$ cat config.mk
export PLATFORM = sky130hd
export DESIGN_NAME = lmsd_scan
export DESIGN_NICKNAME = d
export VERILOG_FILES = /design/src/hdl/lmsd_pkg.sv /design/src/hdl/lmsd_scan.sv
export SDC_FILE = /design/constraint.sdc
export NUM_CORES = 1
export LEC_CHECK = 0
export ABC_AREA = 1
export BUFFER_PORTS_ARGS = -buffer_cell sky130_fd_sc_hd__buf_2
export CORE_MARGIN = 1.5
export CORE_UTILIZATION = 35
export CTS_CLUSTER_DIAMETER = 40
export DETAILED_ROUTE_END_ITERATION = 8
export PLACE_DENSITY = 0.52
export SLEW_MARGIN = 0
export SYNTH_ARGS = -nofsm -noshare
export SYNTH_HDL_FRONTEND = slang
export SYNTH_SLANG_ARGS = --single-unit
$ cat constraint.sdc
create_clock -name i_clk -period 6.7 [get_ports i_clk]
set_clock_uncertainty 0.2 [all_clocks]
set_input_delay 1.005 -clock i_clk [delete_from_list [all_inputs] [get_ports i_clk]]
set_output_delay 1.005 -clock i_clk [all_outputs]
set_load 0.02 [all_outputs]
$ cat src/hdl/lmsd_pkg.sv
// ----------------------------------------------------------------------------
// lmsd_pkg
// Shared types and constants of the LED matrix row scan driver.
// ----------------------------------------------------------------------------
package lmsd_pkg;

    localparam int CHAR_SLOTS  = 256;
    localparam int SCAN_ROWS   = 16;
    localparam int ROW_W       = 4;
    localparam int SLOT_W      = $clog2(CHAR_SLOTS);
    localparam int SLOT_CALC_W = 11;
    localparam int STORE_DEPTH = CHAR_SLOTS * SCAN_ROWS;
    localparam int ADDR_W      = $clog2(STORE_DEPTH);

    localparam int CFG_IDX_W   = 3;
    localparam int CFG_DATA_W  = 16;
    localparam int QUARTER_W   = 7;
    localparam int ON_TICKS_W  = 16;

    localparam logic [QUARTER_W-1:0] QUARTER_MAX = 7'd64;

    typedef enum logic [CFG_IDX_W-1:0] {
        CFG_DATA_POLARITY     = 3'd0,
        CFG_OE_ACTIVE_LEVEL   = 3'd1,
        CFG_BYTES_PER_QUARTER = 3'd2,
        CFG_ON_TICKS          = 3'd3,
        CFG_SCAN_STOP         = 3'd4
    } t_cfg_idx;

    typedef enum logic [2:0] {
        PH_SHIFT = 3'b001,
        PH_LATCH = 3'b010,
        PH_LIT   = 3'b100
    } t_phase;

    typedef struct packed {
        logic                  data_polarity;
        logic                  oe_active_level;
        logic [QUARTER_W-1:0]  bytes_per_quarter;
        logic [ON_TICKS_W-1:0] on_ticks;
        logic                  scan_stop;
    } t_cfg;

    typedef struct packed {
        logic             shift;
        logic             latch;
        logic             oe;
        logic [ROW_W-1:0] row_lines;
        logic             done;
        logic [2:0]       bit_idx;
        logic             upper_ok;
        logic             lower_ok;
    } t_tick_info;

endpackage

$ cat src/hdl/lmsd_scan.sv
// ----------------------------------------------------------------------------
// lmsd_scan
// Scan sequencer: walks shift, latch and lit phases row by row and issues
// the two store addresses and the pin record for each tick.
// ----------------------------------------------------------------------------
module lmsd_scan (
    input  logic                        i_clk,
    input  logic                        i_rst_n,
    input  logic                        i_tick,
    input  lmsd_pkg::t_cfg              i_cfg,
    output logic [lmsd_pkg::ADDR_W-1:0] o_rd_addr_a,
    output logic [lmsd_pkg::ADDR_W-1:0] o_rd_addr_b,
    output lmsd_pkg::t_tick_info        o_info
);
    import lmsd_pkg::*;

    logic [ROW_W-1:0]      r_scan_row;
    logic [6:0]            r_pair;
    logic [2:0]            r_bit;
    t_phase                r_phase;
    logic [ON_TICKS_W-1:0] r_lit;
    logic [ROW_W-1:0]      r_row_lines;

    logic [ROW_W-1:0]      n_scan_row;
    logic [6:0]            n_pair;
    logic [2:0]            n_bit;
    t_phase                n_phase;
    logic [ON_TICKS_W-1:0] n_lit;
    logic [ROW_W-1:0]      n_row_lines;

    logic [QUARTER_W-1:0]   q;
    logic [7:0]             two_q;
    logic [7:0]             pair_ext;
    logic [7:0]             pair_inc;
    logic                   past_end;
    t_phase                 eff_phase;
    logic [ON_TICKS_W:0]    lit_inc;
    logic [SLOT_CALC_W-1:0] slot_a;
    logic [SLOT_CALC_W-1:0] slot_b;
    logic [SLOT_CALC_W-1:0] pair_w;
    logic [SLOT_CALC_W-1:0] q_w;
    t_tick_info             info;

    assign q        = (i_cfg.bytes_per_quarter > QUARTER_MAX) ? QUARTER_MAX
                                                              : i_cfg.bytes_per_quarter;
    assign two_q    = {q, 1'b0};
    assign pair_ext = {1'b0, r_pair};
    assign pair_inc = pair_ext + 8'd1;
    assign past_end = (r_phase == PH_SHIFT) && (pair_ext >= two_q);
    assign eff_phase = past_end ? PH_LATCH : r_phase;
    assign lit_inc  = {1'b0, r_lit} + 17'd1;

    assign pair_w = SLOT_CALC_W'(r_pair);
    assign q_w    = SLOT_CALC_W'(q);
    assign slot_a = (pair_ext < {1'b0, q}) ? pair_w : pair_w + q_w;
    assign slot_b = (pair_ext < {1'b0, q}) ? pair_w + q_w : pair_w + q_w + q_w;

    assign o_rd_addr_a = {slot_a[SLOT_W-1:0], r_scan_row};
    assign o_rd_addr_b = {slot_b[SLOT_W-1:0], r_scan_row};

    always_comb begin
        n_scan_row  = r_scan_row;
        n_pair      = r_pair;
        n_bit       = r_bit;
        n_phase     = r_phase;
        n_lit       = r_lit;
        n_row_lines = r_row_lines;

        info           = '0;
        info.oe        = ~i_cfg.oe_active_level;
        info.bit_idx   = r_bit;
        info.upper_ok  = slot_a < SLOT_CALC_W'(CHAR_SLOTS);
        info.lower_ok  = slot_b < SLOT_CALC_W'(CHAR_SLOTS);

        if (i_cfg.scan_stop) begin
            n_scan_row = '0;
            n_pair     = '0;
            n_bit      = '0;
            n_phase    = PH_SHIFT;
            n_lit      = '0;
        end else begin
            case (eff_phase)
                PH_SHIFT: begin
                    info.shift = 1'b1;
                    if (r_bit == 3'd7) begin
                        n_bit  = '0;
                        n_pair = pair_inc[6:0];
                        if (pair_inc >= two_q) begin
                            n_pair  = '0;
                            n_phase = PH_LATCH;
                        end
                    end else begin
                        n_bit = r_bit + 3'd1;
                    end
                end
                PH_LATCH: begin
                    info.latch  = 1'b1;
                    n_row_lines = r_scan_row;
                    n_pair      = '0;
                    n_bit       = '0;
                    n_lit       = '0;
                    n_phase     = PH_LIT;
                end
                PH_LIT: begin
                    info.oe = i_cfg.oe_active_level;
                    if (lit_inc >= {1'b0, i_cfg.on_ticks}) begin
                        info.done  = (r_scan_row == ROW_W'(SCAN_ROWS - 1));
                        n_scan_row = r_scan_row + 1'b1;
                        n_lit      = '0;
                        n_pair     = '0;
                        n_bit      = '0;
                        n_phase    = PH_SHIFT;
                    end else begin
                        n_lit = lit_inc[ON_TICKS_W-1:0];
                    end
                end
                default: begin
                    n_phase = PH_SHIFT;
                end
            endcase
        end
        info.row_lines = n_row_lines;
    end

    assign o_info = info;

    always_ff @(posedge i_clk) begin
        if (!i_rst_n) begin
            r_scan_row  <= '0;
            r_pair      <= '0;
            r_bit       <= '0;
            r_phase     <= PH_SHIFT;
            r_lit       <= '0;
            r_row_lines <= '0;
        end else if (i_tick) begin
            r_scan_row  <= n_scan_row;
            r_pair      <= n_pair;
            r_bit       <= n_bit;
            r_phase     <= n_phase;
            r_lit       <= n_lit;
            r_row_lines <= n_row_lines;
        end
    end

endmodule

==> results.sh, run 1 <==
export IMPL_slew_violations=0
export IMPL_cts_clk_slew_worst_paths_ns=0.09
export IMPL_hpwl_mm=7.229
export IMPL_setup_violations=0
export IMPL_h_tree_depth=2
export IMPL_synth_edf_count=0
export IMPL_r2r_end="r_lit[11]$_SDFFE_PN0P_"
export IMPL_initial_utilization_pct=36.50
export IMPL_dpl_cell_count=766
export IMPL_syn_inst=585
export IMPL_vias=3711
export IMPL_drt_pass1_iterations=4
export IMPL_hp_start="r_lit[1]$_SDFFE_PN0P_"
export IMPL_synthesis_area_um2=3819
export IMPL_cts_resized=0
export IMPL_relSlewSlack_pct=40.57
export IMPL_fin_nets=723
export IMPL_clk_latency_ns=0.30
export IMPL_fillers=1193
export IMPL_clk_path_buf_depth=2
export IMPL_syn_area_per_cell_um2=6.528
export IMPL_first_global_vias=3414
export IMPL_place_gp_congestion=0.8231
export IMPL_ant_nets=0
export IMPL_die_area_um2=11550
export IMPL_grt_pass1_wl_mm=15.75
export IMPL_worstMarginPinSlew_ns=0.8904
export IMPL_cp_required_ns=5.49
export IMPL_cts_sinks=37
export IMPL_hold_violations=0
export IMPL_cellPowerDensity_nw_per_um2=255.8
export IMPL_yosys_top_cells_area="dfxtp_1 19%, ha_1 18%, nand2_1 13%"
export IMPL_root_buffer="clkbuf_8"
export IMPL_cts_tree="done"
export IMPL_worst_hold_path_type="reg -> reg"
export IMPL_crit_path_start_kind="input port"
export IMPL_timing_rr_start="r_lit[4]$_SDFFE_PN0P_"
export IMPL_final_min_clock_period_ns=5.478
export IMPL_diodes=0
export IMPL_grt_busiest_layer="met2"
export IMPL_cts_buffers_inserted=5
export IMPL_io_pins=66
export IMPL_regToRegSetupSlack_ns=3.28
export IMPL_routed_via_density=4.795
export IMPL_synth_ff_type="dfxtp_1"
export IMPL_dp_slack_ns=1.210
export IMPL_synth_largest_area_cell="dfxtp_1"
export IMPL_grt_ovfl_total=0
export IMPL_design_area_um2=4310
export IMPL_num_rows=37
export IMPL_p_leak_nw=2.431
export IMPL_placed_area_um2=4190
export IMPL_ys_seq_area_share_pct=19.40
export IMPL_met1_usage_pct=22.89
export IMPL_io_buffers=63
export IMPL_gr_usage_met3_pct=2.421
export IMPL_cp_max_fo=5
export IMPL_die_w_um=107.5
export IMPL_synth_top_area_share_pct=19.40
export IMPL_status="finished, final reports clean"
export IMPL_synth_seq_cells=37
export IMPL_yosysWarnings=0
export IMPL_post_route_period_util_pct=81.76
export IMPL_ys_types=39
export IMPL_rsz0062_at_grt="no"
export IMPL_tns_ns=0
export IMPL_use_met2_pct=27.89
export IMPL_endpoint="o_rd_addr_b[11]"
export IMPL_ir_worst_vdd_mv=0.1368
export IMPL_area_growth_pct=12.88
export IMPL_syn_nets=671
export IMPL_async_flop_share_pct=0
export IMPL_core_area_um2=10460
export IMPL_instances_no_fill=774
export IMPL_r2r_cells=20
export IMPL_fin_ws_ns=1.222
export IMPL_fmax_mhz=182.6
export IMPL_drtIter0Drc=134
export IMPL_endpoint_kind="output pin"
export IMPL_critPathLaunch="i_cfg[22]"
export IMPL_drive_above_1_share_pct=14.26
export IMPL_maxCapViolations=0
export IMPL_worstPathArrival_ns=4.27
export IMPL_die_h_um=107.5
export IMPL_grt_total_usage_pct=16.78
export IMPL_drc=0
export IMPL_wirelength_mm=9.241
export IMPL_wl_per_cell_um=11.94
export IMPL_grt_max_degree=30
export IMPL_antenna_found_initial=0
export IMPL_cts_setup_buffers=0
export IMPL_critical_path_class="in -> out"
export IMPL_hold_buffers=0
## report_power, final
group | internal, mW | switching [mW]
clock network | 0.121 | 0.0880
logic | 0.214 | 0.411
registers | 0.240 | 0.0289
## flip-flops by register name, indices dropped and copies added (netlist names)
signal	flops
r_bit	3
r_row_lines	4
r_lit	16
r_scan_row	4
r_pair	7
r_phase	3
## stage by stage
step	util, %	power, mW	hold WS [ns]
2_1_floorplan	-	0.7471	0.2521
3_3_place_gp	40.05	0.8886	0.2660
3_5_place_dp	40.05	0.9030	0.2787
4_1_cts	41.20	1.116	0.2960
5_1_grt	41.20	1.214	0.3256
6_report	41.20	1.103	0.2933
## kinds of logic (layout without fill, tap and decap cells)
group	Yosys count	in the layout	share of synthesized area, %
muxes	1	1	0.2949
DFF	37	37	19.40
and+or+nand+nor	255	255	29.88
AOI/OAI and AO/OA	89	89	12.25
adders and majority gates	57	57	19.07
xor gates and xnor gates	27	27	6.193
other	1	1	0.09820
buffers and inverters	118	171	12.81
## placed cells by master, fill, tap and decap left out, types with 2 or more instances in the layout
| cell | count |
|---|---|
| a21oi_1 | 58 |
| a31oi_1 | 2 |
| buf_2 | 63 |
| clkbuf_8 | 6 |
| dfxtp_1 | 37 |
| fa_1 | 2 |
| ha_1 | 55 |
| inv_1 | 97 |
| inv_2 | 3 |
| nand2_1 | 132 |
| nand2_2 | 3 |
| nand3_1 | 43 |
| nand3_4 | 2 |
| nand4_1 | 8 |
| nor2_1 | 47 |
| nor2_2 | 4 |
| nor2_4 | 2 |
| nor3_1 | 5 |
| o21ai_0 | 24 |
| or2_2 | 2 |
| xnor2_1 | 7 |
| xor2_1 | 20 |
## per-layer routing
layer	share of wire, %	vias up
li1	-	1971
met1	51	1666
met2	44	68
met3	4.0	6
met4	0.91	0
met5	0	-
## area by class of cell
| cell class | count | area [um^2] | share of cell area [%] |
|---|---|---|---|
| tap | 136 | 170.2 | 3.948 |
| inverter | 100 | 375.4 | 8.708 |
| clock inverter | 2 | 37.54 | 0.8708 |
| sequential | 37 | 740.7 | 17.18 |
| timing repair buffer | 63 | 315.3 | 7.315 |
| multi-input combinational | 430 | 2589 | 60.06 |
| clock buffer | 6 | 82.58 | 1.916 |
## synthesized netlist by cell type, types with 3 or more instances
library cell	count
a21oi_1	58
buf_4	7
clkbuf_1	7
dfxtp_1	37
ha_1	55
inv_1	97
inv_2	3
nand2_1	132
nand2_2	3
nand3_1	43
nand4_1	8
nor2_1	47
nor2_2	4
nor3_1	5
o21ai_0	24
xnor2_1	7
xor2_1	20
## worst max-delay path: stages
cell and delay [ns]:
buf_2 0.11, nor4_1 0.27, nand3_1 0.13, a21oi_1 0.43
ha_1 0.28, fa_1 0.22, xnor2_1 0.20, ha_1 0.35
a21oi_1 0.14, nand2_1 0.08, nand2_1 0.08, nand2_1 0.08
a21oi_1 0.19, nor2_1 0.08, o21ai_0 0.15, nand2_1 0.08
nand2_1 0.06, nand3_1 0.08, nand2_1 0.07, inv_1 0.04
buf_2 0.15
## how the worst min path moves through the flow
stage | endpoint | slack, ns | cells after the start
2_1_floorplan | r_phase[0]$_SDFFE_PN1P_ | 0.25 | 2
3_3_place_gp | r_phase[0]$_SDFFE_PN1P_ | 0.27 | 2
3_5_place_dp | r_phase[0]$_SDFFE_PN1P_ | 0.28 | 2
4_1_cts | r_lit[1]$_SDFFE_PN0P_ | 0.30 | 2
5_1_grt | r_phase[1]$_SDFFE_PN0P_ | 0.33 | 2
6_report | r_lit[1]$_SDFFE_PN0P_ | 0.29 | 2
Power figures use the tool's default switching activity.
==> inputs of run 2 (changes only) <==
- ABC_AREA: 1 -> 0
- clock period: 6.7 -> 5.2 ns (I/O delays scaled with it)
==> run 2 against run 1 <==
Power shrank 34%. Non-clock buffer count grew 4. Die area shrank 0.39%. Global-route usage shrank 0.48 points. Critical path depth shrank 5. Count of clock-buffer cells in the layout grew 1. Combinational power shrank 74%. Area after synthesis shrank 0.39%. Highest routed layer unchanged. Largest cell class unchanged. Routed wire length shrank 1.4%. First-iteration DRC count shrank 44%.
==> results.sh, run 2 <==
export IMPL_status="finished, final reports clean"
export IMPL_antenna_found_initial=0
export IMPL_drive_above_1_share_pct=19.71
export IMPL_grt_pass1_wl_mm=15.45
export IMPL_hpwl_mm=7.082
export IMPL_worst_hold_path_type="reg -> reg"
export IMPL_p_leak_nw=2.175
export IMPL_ir_worst_vdd_mv=0.08622
export IMPL_grt_total_usage_pct=16.30
export IMPL_synth_edf_count=0
export IMPL_final_cell_mix="63 x buf_2, 55 x ha_1, 46 x nand2_1"
export IMPL_cts_buffers_inserted=5
export IMPL_cts_clk_slew_worst_paths_ns=0.08
export IMPL_grt_max_degree=23
export IMPL_synth_largest_area_cell="dfxtp_1"
export IMPL_place_gp_congestion=0.8035
export IMPL_synth_seq_cells=37
export IMPL_r2r_end="r_pair[5]$_SDFFE_PN0P_"
export IMPL_crit_top_cell="inv_1"
export IMPL_design_area_um2=4308
export IMPL_cp_required_ns=4.22
export IMPL_internal_power_mw=0.5079
export IMPL_cellPowerDensity_nw_per_um2=167.8
export IMPL_synth_compound_area_share_pct=20.86
export IMPL_cp_max_fo=7
export IMPL_synthMostInstantiatedCell="ha_1"
export IMPL_fillers=1089
export IMPL_yosys_area_share_simple_pct=24.97
export IMPL_drt_pass1_iterations=4
export IMPL_io_pins=66
export IMPL_mostFrequentLayoutCell="buf_2"
export IMPL_first_global_vias=3397
export IMPL_area_growth_pct=13.26
export IMPL_syn_inst=491
export IMPL_die_area_um2=11500
export IMPL_h_tree_depth=2
export IMPL_max_stage_delay_ns=0.45
export IMPL_clk_path_buf_depth=2
export IMPL_cts_tree="done"
export IMPL_switching_share_pct=29.74
export IMPL_setup_violations=0
export IMPL_routed_via_density=5.095
export IMPL_whs_ns=0.2926
export IMPL_core_area_um2=10420
export IMPL_cts_resized=0
export IMPL_die_h_um=107.2
export IMPL_vias=3485
export IMPL_synthAdderAreaFrac_pct=19.14
export IMPL_ant_nets=0
export IMPL_switching_power_mw=0.2150
export IMPL_crit_path_cell_trace="buf_2, inv_1, nand2_1, inv_1, fa_1, a21oi_1, o21a_1, o21bai_1, a21oi_1, xnor2_1, inv_1, ha_1, or3_1, o211ai_1, xnor2_1, buf_2"
export IMPL_critPathLaunch="i_cfg[23]"
export IMPL_tns_ns=0
export IMPL_cp_num_cells=16
export IMPL_yosys_top_cells_area="dfxtp_1 19%, ha_1 18%, a21oi_1 5.4%"
export IMPL_wl_per_cell_um=13.33
export IMPL_cts_setup_buffers=0
export IMPL_synth_top_family_by_area="simple AND/OR/NAND/NOR gates"
export IMPL_endpoint="o_rd_addr_b[11]"
export IMPL_yosysWarnings=0
export IMPL_endpoint_kind="output pin"
export IMPL_cts_sinks=37
export IMPL_final_min_clock_period_ns=4.860
export IMPL_synthesis_area_um2=3804
export IMPL_r2r_cells=13
export IMPL_drtIter0Drc=75
export IMPL_crit_slowest_cell="fa_1"
export IMPL_hold_buffers=0
export IMPL_hold_violations=0
export IMPL_power_frac_comb_pct=22.2
export IMPL_regToRegSetupSlack_ns=1.23
export IMPL_cp_top_family="compound AO/OA/AOI/OAI gates"
export IMPL_worstMarginPinSlew_ns=0.8518
export IMPL_synth_common_cells="55 x ha_1, 46 x nand2_1, 41 x a21oi_1"
export IMPL_ys_types=64
export IMPL_synth_top_area_share_pct=19.47
export IMPL_critical_path_class="in -> out"
export IMPL_grt_ovfl_total=0
export IMPL_power_frac_clock_pct=37.5
export IMPL_ys_seq_area_share_pct=19.47
export IMPL_critPathBufInv=5
export IMPL_async_flop_share_pct=0
export IMPL_syn_nets=577
export IMPL_seq_power_share_pct=40.4
export IMPL_largest_register_ffs=16
export IMPL_post_route_period_util_pct=93.45
export IMPL_slew_violations=0
export IMPL_num_rows=37
export IMPL_root_buffer="clkbuf_8"
export IMPL_relSlewSlack_pct=43.04
export IMPL_fin_nets=633
export IMPL_crit_path_start_kind="input port"
export IMPL_worstPathArrival_ns=3.88
export IMPL_rsz0062_at_grt="no"
export IMPL_diodes=0
export IMPL_reg_top3="r_lit x16, r_pair x7"
export IMPL_drc=0
export IMPL_largest_register="r_lit"
export IMPL_synth_xor_area_share_pct=5.296
export IMPL_timing_rr_start="r_lit[0]$_SDFFE_PN0P_"
export IMPL_io_buffers=63
export IMPL_fmax_mhz=205.8
export IMPL_initial_utilization_pct=36.52
export IMPL_synthMuxAreaShare_pct=2.763
export IMPL_wirelength_mm=9.116
export IMPL_die_w_um=107.2
export IMPL_maxCapViolations=0
export IMPL_syn_area_per_cell_um2=7.747
export IMPL_synth_ff_type="dfxtp_1"
export IMPL_clk_latency_ns=0.29
export IMPL_placed_area_um2=4192
## run 2: power groups by stage
stage                     Sequential [mW]  Combinational [mW]  Clock, mW
after floorplan                     0.298               0.118          0
after global placement              0.298               0.158          0
after detailed placement            0.299               0.161          0
after CTS                           0.292               0.162      0.275
after global routing                0.293               0.181      0.288
final                               0.292               0.160      0.271
## run 2: cell type report
cell class | count | area (um^2) | share of cell area, %
clock inverters | 1 | 30.03 | 0.6971
inverters | 40 | 150.1 | 3.485
well taps | 136 | 170.2 | 3.950
multi-input cells | 396 | 2785 | 64.65
repair buffers | 67 | 345.3 | 8.016
flip-flops and latches | 37 | 740.7 | 17.19
clock buffers | 7 | 86.33 | 2.004
## run 2: cell families after synthesis
| logic type | count (synthesis) |
|---|---|
| other | 1 |
| AOI/OAI and AO/OA | 122 |
| adders and majority gates | 57 |
| and+or+nand+nor | 184 |
| xor gates and xnor gates | 23 |
| muxes | 9 |
| DFF | 37 |
| buffers and inverters | 58 |
## run 2: stage by stage
stage,power (mW),util (%),std cells,worst slack (ns)
floorplan,0.4163,-,491,0.9451
global placement,0.4562,40.24,676,0.4118
detailed placement,0.4598,40.24,676,0.3398
CTS,0.7286,41.36,684,0.3326
global route,0.7615,41.36,684,0.02094
finish,0.7229,41.36,684,0.3404
## run 2: metal layers
| layer | GRT usage [%] | vias up | routed length (um) |
|---|---|---|---|
| met5 | 0 | - | 0 |
| met4 | 2.571 | 0 | 63 |
| met3 | 2.857 | 8 | 307 |
| met2 | 27.25 | 47 | 4170 |
| met1 | 22.19 | 1603 | 4574 |
| li1 | - | 1827 | - |
## run 2: worst min path at each step
stage | depth (start not counted) | slack, ns | endpoint | startpoint
global placement | 2 | 0.28 | r_bit[2]$_SDFFE_PN0P_ | r_bit[2]$_SDFFE_PN0P_
floorplan | 2 | 0.27 | r_lit[13]$_SDFFE_PN0P_ | r_lit[13]$_SDFFE_PN0P_
global route | 2 | 0.33 | r_lit[6]$_SDFFE_PN0P_ | r_lit[6]$_SDFFE_PN0P_
finish | 2 | 0.29 | r_bit[2]$_SDFFE_PN0P_ | r_bit[2]$_SDFFE_PN0P_
detailed placement | 2 | 0.28 | r_bit[2]$_SDFFE_PN0P_ | r_bit[2]$_SDFFE_PN0P_
CTS | 2 | 0.30 | r_bit[2]$_SDFFE_PN0P_ | r_bit[2]$_SDFFE_PN0P_
## run 2: tightest hold or removal path: cells and delay by family, from the launching register on
family / cells / cell delay (ns)
AND/OR/NAND/NOR: 1 / 0.06
AO/OA/AOI/OAI: 1 / 0.06
flip-flops: 1 / 0.33
==> inputs of run 3 (changes only) <==
- CORE_MARGIN: 1.5 -> 2
==> run 3 against run 2 <==
Via count is 0.86% lower. Global-route usage is 0.85 points lower. Sequential share of layout area is 0.21 points higher. Register-to-register slack hardly changed. Combinational power hardly changed.
==> results.sh, run 3 (same netlist as run 2, synthesis figures left out) <==
export IMPL_worstMarginPinSlew_ns=1.087
export IMPL_io_pins=66
export IMPL_rsz0062_at_grt="no"
export IMPL_power_total_mw=0.6482
export IMPL_vias=3455
export IMPL_drc=0
export IMPL_die_area_um2=11720
export IMPL_grt_max_degree=28
export IMPL_initial_utilization_pct=35.56
export IMPL_status="finished, final reports clean"
export IMPL_area_sequential_um2=740.7
export IMPL_worst_hold_path_type="reg -> reg"
export IMPL_critPathLaunch="i_cfg[23]"
export IMPL_relSlewSlack_pct=27.52
export IMPL_hold_violations=0
export IMPL_design_area_um2=4257
export IMPL_cellPowerDensity_nw_per_um2=152.3
export IMPL_grt_total_usage_pct=15.45
export IMPL_instances_no_fill=685
export IMPL_clk_path_buf_depth=2
export IMPL_cts_buffers_inserted=5
export IMPL_routed_via_density=5.044
export IMPL_max_stage_delay_ns=0.45
export IMPL_die_h_um=108.2
export IMPL_multi_input_area_um2=2785
export IMPL_crit_slowest_cell="fa_1"
export IMPL_h_tree_depth=2
export IMPL_endpoint="o_rd_addr_b[11]"
export IMPL_crit_top_cell="inv_1"
export IMPL_cts_setup_buffers=0
export IMPL_setup_violations=0
export IMPL_placed_area_um2=4174
export IMPL_cts_resized=0
export IMPL_cts_tree="done"
export IMPL_largest_register_ffs=16
export IMPL_grt_ovfl_total=0
export IMPL_ant_nets=0
export IMPL_cp_required_ns=4.22
export IMPL_grt_pass1_wl_mm=14.83
export IMPL_largest_register="r_lit"
export IMPL_core_area_um2=10700
export IMPL_die_w_um=108.2
export IMPL_mostFrequentLayoutCell="buf_2"
export IMPL_hold_buffers=0
export IMPL_reg_top3="r_lit x16, r_pair x7"
export IMPL_ir_worst_vdd_mv=0.09344
export IMPL_critical_path_class="in -> out"
export IMPL_maxCapViolations=0
export IMPL_root_buffer="clkbuf_8"
export IMPL_antenna_found_initial=0
export IMPL_worstPathArrival_ns=3.84
export IMPL_num_rows=38
export IMPL_slew_violations=0
export IMPL_io_buffers=63
export IMPL_fin_nets=630
export IMPL_p_leak_nw=2.146
export IMPL_final_cell_mix="63 x buf_2, 55 x ha_1, 46 x nand2_1"
export IMPL_regToRegSetupSlack_ns=1.23
export IMPL_final_min_clock_period_ns=4.818
export IMPL_cp_max_fo=7
export IMPL_wirelength_mm=8.827
export IMPL_place_gp_congestion=0.7973
export IMPL_dpl_cell_count=677
export IMPL_fillers=1135
export IMPL_timing_rr_start="r_lit[0]$_SDFFE_PN0P_"
export IMPL_drive_above_1_share_pct=19.27
export IMPL_crit_path_start_kind="input port"
export IMPL_post_route_period_util_pct=92.65
export IMPL_area_growth_pct=11.91
export IMPL_first_global_vias=3208
export IMPL_r2r_end="r_scan_row[2]$_SDFFE_PN0P_"
export IMPL_diodes=0
export IMPL_endpoint_kind="output pin"
export IMPL_drt_pass1_iterations=4
export IMPL_fmax_mhz=207.6
export IMPL_drtIter0Drc=93
export IMPL_tns_ns=0
export IMPL_wl_per_cell_um=12.89
export IMPL_cts_clk_slew_worst_paths_ns=0.08
export IMPL_hpwl_mm=6.912
export IMPL_r2r_cells=12
export IMPL_crit_path_cell_trace="buf_2, inv_1, nand2_1, inv_1, fa_1, a21oi_1, o21a_1, o21bai_1, a21oi_1, xnor2_1, inv_1, ha_1, or3_1, o211ai_1, xnor2_1, buf_2"
export IMPL_cts_sinks=37
export IMPL_clk_latency_ns=0.29
run 3: critical path, delay by kind of cell:
kind	cells	cell delay, ns
compound gates	5	0.82
xor+xnor	2	0.31
fa+ha+maj	2	0.66
buf+inv	5	0.75
simple gates	2	0.49
run 3: worst min-delay path by stage:
stage | depth (start not counted) | from | slack, ns | endpoint
after floorplan | 2 | r_lit[13]$_SDFFE_PN0P_ | 0.27 | r_lit[13]$_SDFFE_PN0P_
after global placement | 2 | r_bit[1]$_SDFFE_PN0P_ | 0.27 | r_bit[1]$_SDFFE_PN0P_
after detailed placement | 2 | r_bit[2]$_SDFFE_PN0P_ | 0.28 | r_bit[2]$_SDFFE_PN0P_
after CTS | 2 | r_bit[2]$_SDFFE_PN0P_ | 0.29 | r_bit[2]$_SDFFE_PN0P_
after global routing | 2 | r_bit[1]$_SDFFE_PN0P_ | 0.33 | r_bit[1]$_SDFFE_PN0P_
final | 2 | r_bit[2]$_SDFFE_PN0P_ | 0.29 | r_bit[2]$_SDFFE_PN0P_
run 3: area by class of cell:
| cell class | count | share of cell area, % |
|---|---|---|
| tap | 140 | 4.115 |
| timing repair buffer | 64 | 7.584 |
| sequential | 37 | 17.40 |
| clock inverter | 2 | 0.2352 |
| inverter | 40 | 3.527 |
| clock buffer | 6 | 1.705 |
| multi-input combinational | 396 | 65.43 |
run 3: through the flow:
stage	hold WS [ns]	util (%)	setup slack [ns]
after CTS	0.2931	39.79	0.3646
after floorplan	0.2671	-	0.9451
after detailed placement	0.2819	39.02	0.3656
after global placement	0.2748	39.02	0.4149
final	0.2856	39.79	0.3821
after global routing	0.3334	39.79	0.1301
run 3: report_power, final:
part / internal [mW] / switching (mW) / leakage (nW) / total (mW)
Sequential: 0.287 / 0.00479 / 0.299 / 0.292
Clock: 0.0930 / 0.106 / 0.0450 / 0.199
Combinational: 0.0627 / 0.0943 / 1.80 / 0.157
Total: 0.443 / 0.205 / 2.15 / 0.648
run 3: routing by layer:
layer / share of wire [%] / GRT usage [%] / vias up
met5: 0 / 0 / -
met4: 0.59 / 2.473 / 0
met3: 3.1 / 2.471 / 8
met2: 46 / 25.88 / 43
met1: 50 / 21.27 / 1573
li1: - / - / 1831
